File: src/lpd_pkg.sv
// Shared types and constants for the length-prefixed deframer.
// Holds the result word layout and the framing constants; no dependencies.
`timescale 1ns / 1ps
`default_nettype none

package lpd_pkg;

	// Framing constants
	localparam int unsigned MAX_PACKET_DEF = 4096;
	localparam int unsigned LEN_W          = 16;
	localparam int unsigned MAXLEN_W       = 13;
	localparam logic [MAXLEN_W-1:0] MAXLEN_RESET = 13'd4096;
	localparam logic [LEN_W-1:0]    MIN_PACKET   = 16'd4;

	// Prefix byte counter codes
	localparam logic [1:0] PREFIX_NONE = 2'd0;
	localparam logic [1:0] PREFIX_HIGH = 2'd1;
	localparam logic [1:0] PREFIX_DONE = 2'd2;

	// Result kinds
	typedef enum logic [1:0] {
		KIND_PAYLOAD = 2'd0,
		KIND_LEN_ERR = 2'd1,
		KIND_DROPPED = 2'd2
	} kind_t;

	// One result word
	typedef struct packed {
		kind_t            kind;
		logic [7:0]       out_byte;
		logic             first_of_packet;
		logic             last_of_packet;
		logic [LEN_W-1:0] packet_length;
	} result_t;

	// Handshake between the core and the output stage
	typedef struct packed {
		logic load;
		logic free;
	} out_ctl_t;

endpackage

`default_nettype wire

File: src/lpd_in_stage.sv
// Input register stage of the deframer.
// Captures one stream byte and holds it until the core takes it; uses nothing else.
`timescale 1ns / 1ps
`default_nettype none

module lpd_in_stage (
	input  wire logic       clk,
	input  wire logic       arst_n,
	input  wire logic       in_valid,
	output logic            in_stall,
	input  wire logic [7:0] in_byte,
	input  wire logic       advance,
	output logic            valid_s1,
	output logic [7:0]      byte_s1
);

	// Stall while a held word cannot move on
	assign in_stall = valid_s1 && !advance;

	// Hold valid; load on accept, drop when consumed
	always_ff @(posedge clk or negedge arst_n) begin
		if (!arst_n) begin
			valid_s1 <= 1'b0;
		end else if (in_valid && !in_stall) begin
			valid_s1 <= 1'b1;
		end else if (advance) begin
			valid_s1 <= 1'b0;
		end
	end

	// Capture the payload byte
	always_ff @(posedge clk) begin
		if (in_valid && !in_stall) begin
			byte_s1 <= in_byte;
		end
	end

endmodule

`default_nettype wire

File: src/lpd_core.sv
// Framing state and per-byte decision logic of the deframer.
// Uses lpd_pkg for the result word, kinds and framing constants.
`timescale 1ns / 1ps
`default_nettype none

module lpd_core #(
	parameter int unsigned MAX_PACKET = lpd_pkg::MAX_PACKET_DEF
) (
	input  wire logic                          clk,
	input  wire logic                          arst_n,
	input  wire logic                          cfg_we,
	input  wire logic [lpd_pkg::MAXLEN_W-1:0]  cfg_wdata,
	input  wire logic                          valid_s1,
	input  wire logic [7:0]                    byte_s1,
	input  wire lpd_pkg::out_ctl_t             out_ctl_in,
	output logic                               advance,
	output logic                               load_out,
	output lpd_pkg::result_t                   res
);
	import lpd_pkg::*;

	localparam logic [LEN_W-1:0] PKT_LIMIT = LEN_W'(MAX_PACKET);

	logic [MAXLEN_W-1:0] max_length_q;
	logic [1:0]          prefix_q,   prefix_d;
	logic [7:0]          high_q,     high_d;
	logic [LEN_W-1:0]    expected_q, expected_d;
	logic [LEN_W-1:0]    received_q, received_d;
	logic                failed_q,   failed_d;
	logic                has_res;
	logic [LEN_W-1:0]    len;
	logic [LEN_W-1:0]    limit;
	logic [LEN_W-1:0]    recv_inc;
	logic [LEN_W-1:0]    max_ext;

	// Effective upper bound on the decoded length
	assign max_ext  = LEN_W'(max_length_q);
	assign limit    = (max_ext < PKT_LIMIT) ? max_ext : PKT_LIMIT;
	assign len      = {high_q, byte_s1};
	assign recv_inc = received_q + 1'b1;

	// Decide the result and the next framing state for the held byte
	always_comb begin
		prefix_d   = prefix_q;
		high_d     = high_q;
		expected_d = expected_q;
		received_d = received_q;
		failed_d   = failed_q;
		has_res    = 1'b0;
		res        = '0;
		res.kind   = KIND_PAYLOAD;
		if (failed_q) begin
			has_res  = 1'b1;
			res.kind = KIND_DROPPED;
		end else begin
			case (prefix_q)
				PREFIX_NONE: begin
					high_d   = byte_s1;
					prefix_d = PREFIX_HIGH;
				end
				PREFIX_HIGH: begin
					if (len < MIN_PACKET || len > limit) begin
						failed_d          = 1'b1;
						has_res           = 1'b1;
						res.kind          = KIND_LEN_ERR;
						res.packet_length = len;
					end else begin
						expected_d = len;
						received_d = '0;
						prefix_d   = PREFIX_DONE;
					end
				end
				default: begin
					has_res               = 1'b1;
					res.kind              = KIND_PAYLOAD;
					res.out_byte          = byte_s1;
					res.first_of_packet   = (received_q == '0);
					res.last_of_packet    = (recv_inc >= expected_q);
					res.packet_length     = expected_q;
					received_d            = recv_inc;
					if (recv_inc >= expected_q) begin
						prefix_d   = PREFIX_NONE;
						high_d     = '0;
						expected_d = '0;
						received_d = '0;
					end
				end
			endcase
		end
	end

	// Move on when there is no result or the output stage has room
	assign advance  = valid_s1 && (!has_res || out_ctl_in.free);
	assign load_out = advance && has_res;

	// Configuration register
	always_ff @(posedge clk or negedge arst_n) begin
		if (!arst_n) begin
			max_length_q <= MAXLEN_RESET;
		end else if (cfg_we) begin
			max_length_q <= cfg_wdata;
		end
	end

	// Framing state; advance only when the held byte is consumed
	always_ff @(posedge clk or negedge arst_n) begin
		if (!arst_n) begin
			prefix_q   <= PREFIX_NONE;
			high_q     <= '0;
			expected_q <= '0;
			received_q <= '0;
			failed_q   <= 1'b0;
		end else if (advance) begin
			prefix_q   <= prefix_d;
			high_q     <= high_d;
			expected_q <= expected_d;
			received_q <= received_d;
			failed_q   <= failed_d;
		end
	end

	// Failure is sticky
	a_failed_sticky: assert property (@(posedge clk) disable iff (!arst_n)
		failed_q |=> failed_q)
		else $error("failure flag cleared without reset");

	// A length error always leaves the block failed
	a_err_sets_fail: assert property (@(posedge clk) disable iff (!arst_n)
		(load_out && res.kind == KIND_LEN_ERR) |=> failed_q)
		else $error("length error did not set the failure flag");

	// Inside a packet the count stays below the length
	a_recv_bound: assert property (@(posedge clk) disable iff (!arst_n)
		(prefix_q == PREFIX_DONE) |-> (received_q < expected_q))
		else $error("received count reached packet length inside a packet");

	// Counter never takes the unused code
	a_prefix_code: assert property (@(posedge clk) disable iff (!arst_n)
		prefix_q <= PREFIX_DONE)
		else $error("prefix counter out of range");

endmodule

`default_nettype wire

File: src/lpd_out_stage.sv
// Output register stage of the deframer.
// Holds one result word until the receiver takes it; uses lpd_pkg for the word type.
`timescale 1ns / 1ps
`default_nettype none

module lpd_out_stage (
	input  wire logic               clk,
	input  wire logic               arst_n,
	input  wire logic               load,
	input  wire lpd_pkg::result_t   res_in,
	output lpd_pkg::out_ctl_t       ctl,
	output logic                    out_valid,
	input  wire logic               out_stall,
	output lpd_pkg::result_t        res_s2
);
	import lpd_pkg::*;

	// Room when empty or the held word leaves this cycle
	assign ctl.free = !out_valid || !out_stall;
	assign ctl.load = load;

	// Hold valid; set on load, clear when taken
	always_ff @(posedge clk or negedge arst_n) begin
		if (!arst_n) begin
			out_valid <= 1'b0;
		end else if (ctl.load) begin
			out_valid <= 1'b1;
		end else if (!out_stall) begin
			out_valid <= 1'b0;
		end
	end

	// Capture the result word
	always_ff @(posedge clk) begin
		if (ctl.load) begin
			res_s2 <= res_in;
		end
	end

endmodule

`default_nettype wire

File: src/length_prefixed_deframer.sv
// Top level of the length-prefixed deframer.
// Connects lpd_in_stage, lpd_core and lpd_out_stage; uses lpd_pkg.
//
//  channel   direction  handshake              payload
//  input     in         in_valid / in_stall    in_byte
//  result    out        out_valid / out_stall  kind, out_byte, first_of_packet,
//                                              last_of_packet, packet_length
//  config    in         cfg_we                 cfg_wdata (max_length)
//
// One byte per cycle while in_stall is low; a result is presented once its byte has
// passed the input register and the decision logic into the result register.
// Prefix bytes give no result and need no output room, unless their length is bad.
// Reset clears framing state and the failure flag, and sets max_length to 4096.
// A stall on the result side backs up through both registers to in_stall.
`timescale 1ns / 1ps
`default_nettype none

module length_prefixed_deframer #(
	parameter int unsigned MAX_PACKET = lpd_pkg::MAX_PACKET_DEF
) (
	input  wire logic                          clk,
	input  wire logic                          arst_n,
	input  wire logic                          cfg_we,
	input  wire logic [lpd_pkg::MAXLEN_W-1:0]  cfg_wdata,
	input  wire logic                          in_valid,
	output logic                               in_stall,
	input  wire logic [7:0]                    in_byte,
	output logic                               out_valid,
	input  wire logic                          out_stall,
	output logic [1:0]                         kind,
	output logic [7:0]                         out_byte,
	output logic                               first_of_packet,
	output logic                               last_of_packet,
	output logic [lpd_pkg::LEN_W-1:0]          packet_length
);
	import lpd_pkg::*;

	logic       valid_s1;
	logic [7:0] byte_s1;
	logic       advance;
	logic       load_out;
	out_ctl_t   out_ctl;
	result_t    res;
	result_t    res_s2;

	// Input register
	lpd_in_stage u_in (
		.clk      (clk),
		.arst_n   (arst_n),
		.in_valid (in_valid),
		.in_stall (in_stall),
		.in_byte  (in_byte),
		.advance  (advance),
		.valid_s1 (valid_s1),
		.byte_s1  (byte_s1)
	);

	// Framing decision and state
	lpd_core #(
		.MAX_PACKET (MAX_PACKET)
	) u_core (
		.clk        (clk),
		.arst_n     (arst_n),
		.cfg_we     (cfg_we),
		.cfg_wdata  (cfg_wdata),
		.valid_s1   (valid_s1),
		.byte_s1    (byte_s1),
		.out_ctl_in (out_ctl),
		.advance    (advance),
		.load_out   (load_out),
		.res        (res)
	);

	// Result register
	lpd_out_stage u_out (
		.clk       (clk),
		.arst_n    (arst_n),
		.load      (load_out),
		.res_in    (res),
		.ctl       (out_ctl),
		.out_valid (out_valid),
		.out_stall (out_stall),
		.res_s2    (res_s2)
	);

	// Unpack the result word onto the ports
	assign kind            = res_s2.kind;
	assign out_byte        = res_s2.out_byte;
	assign first_of_packet = res_s2.first_of_packet;
	assign last_of_packet  = res_s2.last_of_packet;
	assign packet_length   = res_s2.packet_length;

endmodule

`default_nettype wire
File: config.mk
export PLATFORM = sky130hd
export DESIGN_NAME = length_prefixed_deframer
export DESIGN_NICKNAME = d
export VERILOG_FILES = /design/src/lpd_pkg.sv /design/src/lpd_in_stage.sv /design/src/lpd_core.sv /design/src/lpd_out_stage.sv /design/src/length_prefixed_deframer.sv
export SDC_FILE = /design/constraint.sdc
export NUM_CORES = 1
export LEC_CHECK = 0
export BUFFER_PORTS_ARGS = -buffer_cell sky130_fd_sc_hd__buf_2
export CORE_ASPECT_RATIO = 2
export CORE_UTILIZATION = 40
export CTS_BUF_LIST = sky130_fd_sc_hd__clkbuf_16
export CTS_CLUSTER_DIAMETER = 100
export DETAILED_ROUTE_END_ITERATION = 8
export GPL_ROUTABILITY_DRIVEN = 0
export PLACE_DENSITY_LB_ADDON = 0.2
export SLEW_MARGIN = 20
export SYNTH_ARGS = -nofsm -noshare
export SYNTH_HDL_FRONTEND = slang
export SYNTH_SLANG_ARGS = --single-unit
File: constraint.sdc
create_clock -name clk -period 5 [get_ports clk]
set_clock_uncertainty 0.2 [all_clocks]
set_input_delay 1 -clock clk [delete_from_list [all_inputs] [get_ports clk]]
set_output_delay 1 -clock clk [all_outputs]
set_load 0.1 [all_outputs]
==> Word-level counts from Yosys, hierarchy flattened <==
Cells that the tools add are included.
{ "op_classes": {"n_addsub": 1, "reduce_logical": 24, "mux": 24, "eq_ne": 3, "bitwise": 3, "order_cmp": 4} }
{ "ops": {"columns": ["cell", "count"], "rows": [
  ["16-bit one-hot mux with 2 select lines", 3],
  ["16-bit two-way mux", 5],
  ["16-bit by 1-bit adder with 16-bit output, second input constant", 1],
  ["16-bit >= comparator", 1],
  ["16-bit > comparator", 1],
  ["16-bit logical NOT", 1],
  ["16-bit by 3-bit less-than comparator with 1-bit output, second input constant", 1],
  ["8-bit one-hot mux with 2 select lines", 1],
  ["13-bit less-than comparator, second input constant", 1],
  ["13-bit two-way mux", 1],
  ["4-bit AND reduction", 3],
  ["1-bit two-way mux", 9],
  ["8-bit two-way mux", 1],
  ["2-bit nonzero test", 3],
  ["1-bit logical NOT", 5],
  ["5-bit AND reduction", 1],
  ["1-bit logical AND", 4],
  ["2-bit two-way mux", 2],
  ["2-bit one-hot mux with 2 select lines", 1],
  ["1-bit logical OR", 3],
  ["1-bit NOT", 3],
  ["3-bit nonzero test", 1],
  ["3-bit OR reduction", 1],
  ["2-bit by 1-bit == test with 1-bit output, second input constant", 1],
  ["5 further kinds", 5]
]} }
{ "totals": {"input_bits": 26, "elab_cells": 74, "out_inout_bits": 30, "register_bits": 94} }

==> Depth between registers and ports, before layout <==
{ "depth": {"word_depth": 15, "ltp_mapped": 18, "mapped_depth_nobuf": 14} }

==> By module <==
From an unflattened synthesis, not the netlist that was laid out.
{ "hier_totals": {"cells_unflattened": 398, "area_unflattened_um2": 4738.3} }
{ "by_module_without_submodules": {"columns": ["module", "area_per_inst_um2", "seq_area_each_um2", "instances", "cells_per_inst"], "rows": [
  ["lpd_core", 3555.9, 1402.6, 1, 353],
  ["lpd_out_stage", 884.6, 865.8, 1, 32],
  ["lpd_in_stage", 297.8, 265.3, 1, 13]
]} }

==> Worst setup path before layout <==
OpenSTA, ideal clock, no wires.
{ "synth_timing": {"kind": "reg-to-output", "start": "register u_core.max_length_q[12]", "end": "output port in_stall", "t_arrival_ns": 2.884, "slack_ns": 0.916, "required_ns": 3.800, "path_buffers": 1, "stages_incl_launch_ff": 12, "path_cell_list": "dfstp_2 inv_1 clkbuf_1 nand2_1 ha_1 nand4_1 or4_4 a211o_1 nand2_1 a22oi_1 or2_2 inv_1"} }
{ "synth_between": {"elab_chain_len": 12} }
{ "synth_rtl": {"columns": ["element", "line_no", "text"], "rows": [
  ["start, declared", "lpd_core.sv:24", "logic [MAXLEN_W-1:0] max_length_q;"],
  ["start signal, assigned", "lpd_core.sv:101", "max_length_q <= cfg_wdata;"],
  ["13-bit less-than comparator", "lpd_core.sv:38", "assign limit = (max_ext < PKT_LIMIT) ? max_ext : PKT_LIMIT;"],
  ["13-bit two-way mux *", "lpd_core.sv:38", null],
  ["16-bit > comparator *", "lpd_core.sv:62", "if (len < MIN_PACKET || len > limit) begin"],
  ["1-bit logical OR *", "lpd_core.sv:62", null],
  ["1-bit two-way mux *", "lpd_core.sv:62", null],
  ["1-bit one-hot mux with 2 select lines *", "lpd_core.sv:56", "case (prefix_q)"],
  ["1-bit two-way mux *", "lpd_core.sv:52", "if (failed_q) begin"],
  ["1-bit logical NOT *", "lpd_core.sv:93", "assign advance = valid_s1 && (!has_res || out_ctl_in.free);"],
  ["1-bit logical OR *", "lpd_core.sv:93", null],
  ["1-bit logical AND *", "lpd_core.sv:93", null],
  ["1-bit logical NOT *", "lpd_in_stage.sv:18", "assign in_stall = valid_s1 && !advance;"],
  ["1-bit logical AND *", "lpd_in_stage.sv:18", null],
  ["end, declared", "length_prefixed_deframer.sv:26", "output logic in_stall,"]
]} }
Every way passes the cells marked *; elsewhere a longest branch is shown, timed or not.

==> Worst setup path after layout <==
Ends and elaborated chain as after synthesis.

==> metrics.md <==
| Metric | Value |
|---|---|
| Status | finished clean |
| Total GRT Usage | 19.7% |
| Reg2reg setup slack | 1.14 ns |
| GR peak layer | met2 |
| Sequential element share of the synthesized area | 52.2% |
| RR Endpoint | u_core.high_q[0] |
| Met1 Track Usage GR | 19.9% |
| Die Span X | 79.9 microns |
| Final Setup Violations | 0 |
| Largest cells by area after synthesis | dfrtp_1, edfxtp_1, ha_1 |
| Cells on worst reg2reg path | 13 |
| Iteration-0 DRC count of the detailed router | 142 |
| Drt pass-1 iters | 5 |
| Hold crit path type | reg -> reg |
| RR Startpoint | u_core.received_q[2] |
| Grt met3 use | 2.54% |
| Fin crit share | 88.7% |
| Syn Nets | 492 |
| DRC Markers | 0 |
| Internal Pwr Total | 1.36 mW |
| Syn Area/Cell | 11.1 sq um |
| Post-synthesis cell count | 435 |
| Power per cell area | 326 nW/um^2 |
| Post-CTS Setup Bufs | 0 |
| Req. time, crit path | 3.80 ns |
| Hold buffers post-CTS | 0 |
| Clk Latency, worst-skew pair | 0.34 ns |
| Sw power | 0.459 mW |
| Total die area | 12,600 sq um |
| Setup TNS | 0 ns |
| Initial antenna violation count | 0 |
| CP Max Fanout | 13 |
| Setup CP Type | reg -> out |
| Die Ht | 158 microns |
| Clock power frac | 43.2% |
| Vias in the first global route | 3,632 |
| Total power | 1.82 mW |
| Port Buffers | 55 |
| Post-synth top cells | dfrtp_1, nand2_1, edfxtp_1 |
| Cell area after synthesis | 4850 sq um |
| Clock sink total | 94 |
| Clock buffer depth | 2 |
| Vias per cell | 5.61 |
| Crit end category | output port |
| Cell variety after synth | 56 |
| Number of flops mapped to enable cells by yosys | 36 |
| P&R area growth vs syn | 15.1% |
| Clock root cell | clkbuf_16 |
| Antenna fix cells | 0 |
| Antenna viol nets, final | 0 |
| Hold EP | u_core.max_length_q[4] |
| Max-Cap Viols | 0 |
| Final non-filler cell total | 634 |
| Share of post-route cells with drive strength above 1 | 20.2% |
| Cell accounting for the most synthesized area | dfrtp_1 |
| Routed WL per cell | 17.9 microns |
| Total gr overflow | 0 |
| Combinational power share | 10.4% |
| Max frequency | 0.225 GHz |
| Ports | 56 |
| Largest net degree at the start of global routing | 59 |
| First-pass GRT wire length | 18,500 microns |
| Worst Hold Depth | 1 |
| Vias | 3,556 |
| Placed Instances | 618 |
| Hold Startpoint | u_core.max_length_q[4] |
| Sw frac | 25.2% |
| Cts bufs inserted | 9 |
| Number of synthesized register bits | 94 |
| Number of gates resized after CTS | 0 |
| Startpoint Class | register |
| Design area | 5580 sq um |
| Synth warnings | 0 |
| Max Slew Vio Count | 0 |
| Sequential share of power | 46.4% |
| Hold Slack | 0.310 ns |
| Initial core utilization | 41.2% |
| Leak | 2.44 nW |
| Area of the core | 11,800 sq um |
| RSZ-0062 raised after global routing | no |
| # fillers | 1,125 |
| Final wirelength | 11,300 microns |
| Slew @ Worst Pin | 0.768 ns |
| Arrival time worst endpoint | 3.23 ns |
| Tmin final | 4.43 ns |
| Top FF cell, synth | dfrtp_1 |
| DP Area | 5240 sq um |
| CTS tree | yes |
| Final Hold Viols | 0 |
| FP Rows | 56 |
| Share of Yosys cell area claimed by the top area cell type | 29.4% |
| Ys async rst share | 61.7% |
| Clock slew at reported path FFs | 0.07 ns |
| Worst relative slew slack | 48.8% |
| Fin nets | 541 |
| GR Layer Usage met2 | 36.5% |
| Post-DP HPWL | 8690 microns |
| Peak supply drop | 0.221 mV |
| Count leader, synth | dfrtp_1 |
| H-tree depth | 3 |
per-layer routing:
| metal | vias up | share of wire [%] |
|---|---|---|
| met4 | 0 | 5.6 |
| met3 | 38 | 2.5 |
| met2 | 80 | 56 |
| met1 | 1745 | 35 |
| met5 | - | 0 |
| li1 | 1693 | - |
cell usage in the layout (no fill, tap or decap), types with 10 or more instances in the layout:
cell	synthesis	routed
and2_1	14	14
nor3_1	10	10
a21oi_1	14	14
a22o_1	34	34
dfrtp_1	57	57
buf_2	5	55
nand3_1	18	18
o21ai_1	10	10
mux2_2	12	12
nand2_1	39	39
edfxtp_1	36	36
ha_1	31	31
inv_1	28	28
per-stage QoR:
step / worst slack [ns] / utilization, %
after floorplan: 0.916 / -
after global placement: 0.961 / 44.5
after detailed placement: 0.924 / 44.5
after CTS: 0.540 / 47.4
after global routing: 0.348 / 47.4
final: 0.565 / 47.4
state kept, by name (all words and copies together) (netlist names):
register / count
u_out.res_s2: 28
u_core.expected_q: 16
u_core.received_q: 16
u_core.max_length_q: 13
u_core.high_q: 8
u_in.byte_s1: 8
u_core.prefix_q: 2
u_core.failed_q: 1
u_in.valid_s1: 1
u_out.out_valid: 1
power groups by stage:
stage	logic (mW)	registers [mW]	clock network (mW)
2_1_floorplan	0.0557	0.944	0
3_3_place_gp	0.189	0.860	0
3_5_place_dp	0.192	0.861	0
4_1_cts	0.192	0.846	0.801
5_1_grt	0.203	0.848	0.826
6_report	0.190	0.845	0.786
kinds of logic after synthesis:
family	count (synthesis)	share of synthesized area, %
AND/OR/NAND/NOR	134	14.8
AO/OA/AOI/OAI	99	15.1
flip-flops	94	52.2
buffers and inverters	51	4.46
adder cells (fa/ha/maj)	31	8.00
XOR/XNOR	14	2.53
multiplexers	12	2.79
layout make-up:
class	instances	area (sq um)	area share [%]
Sequential cell	94	2530	45.4
Multi-Input combinational cell	290	2100	37.7
Timing Repair Buffer	60	313	5.60
Clock buffer	9	225	4.03
Tap cell	145	181	3.25
Clock inverter	7	119	2.13
Inverter	29	109	1.95
worst max-delay path: stages (launching register included):
cell	delay, ns
dfstp_2	0.53
inv_1	0.16
ha_1	0.38
nand4_1	0.13
or4_4	0.43
a211o_1	0.25
nand2_1	0.11
a22oi_1	0.12
or2_2	0.31
inv_1	0.06
buf_2	0.41
worst max path at each step:
stage	startpoint	endpoint	slack, ns
after global placement	u_core.max_length_q[12]	in_stall	0.96
after detailed placement	u_core.max_length_q[12]	in_stall	0.92
after floorplan	u_core.max_length_q[12]	in_stall	0.92
after global routing	u_core.max_length_q[12]	in_stall	0.35
after CTS	u_core.max_length_q[12]	in_stall	0.54
final	u_core.max_length_q[12]	in_stall	0.57
(Power assumes the default switching activity.)
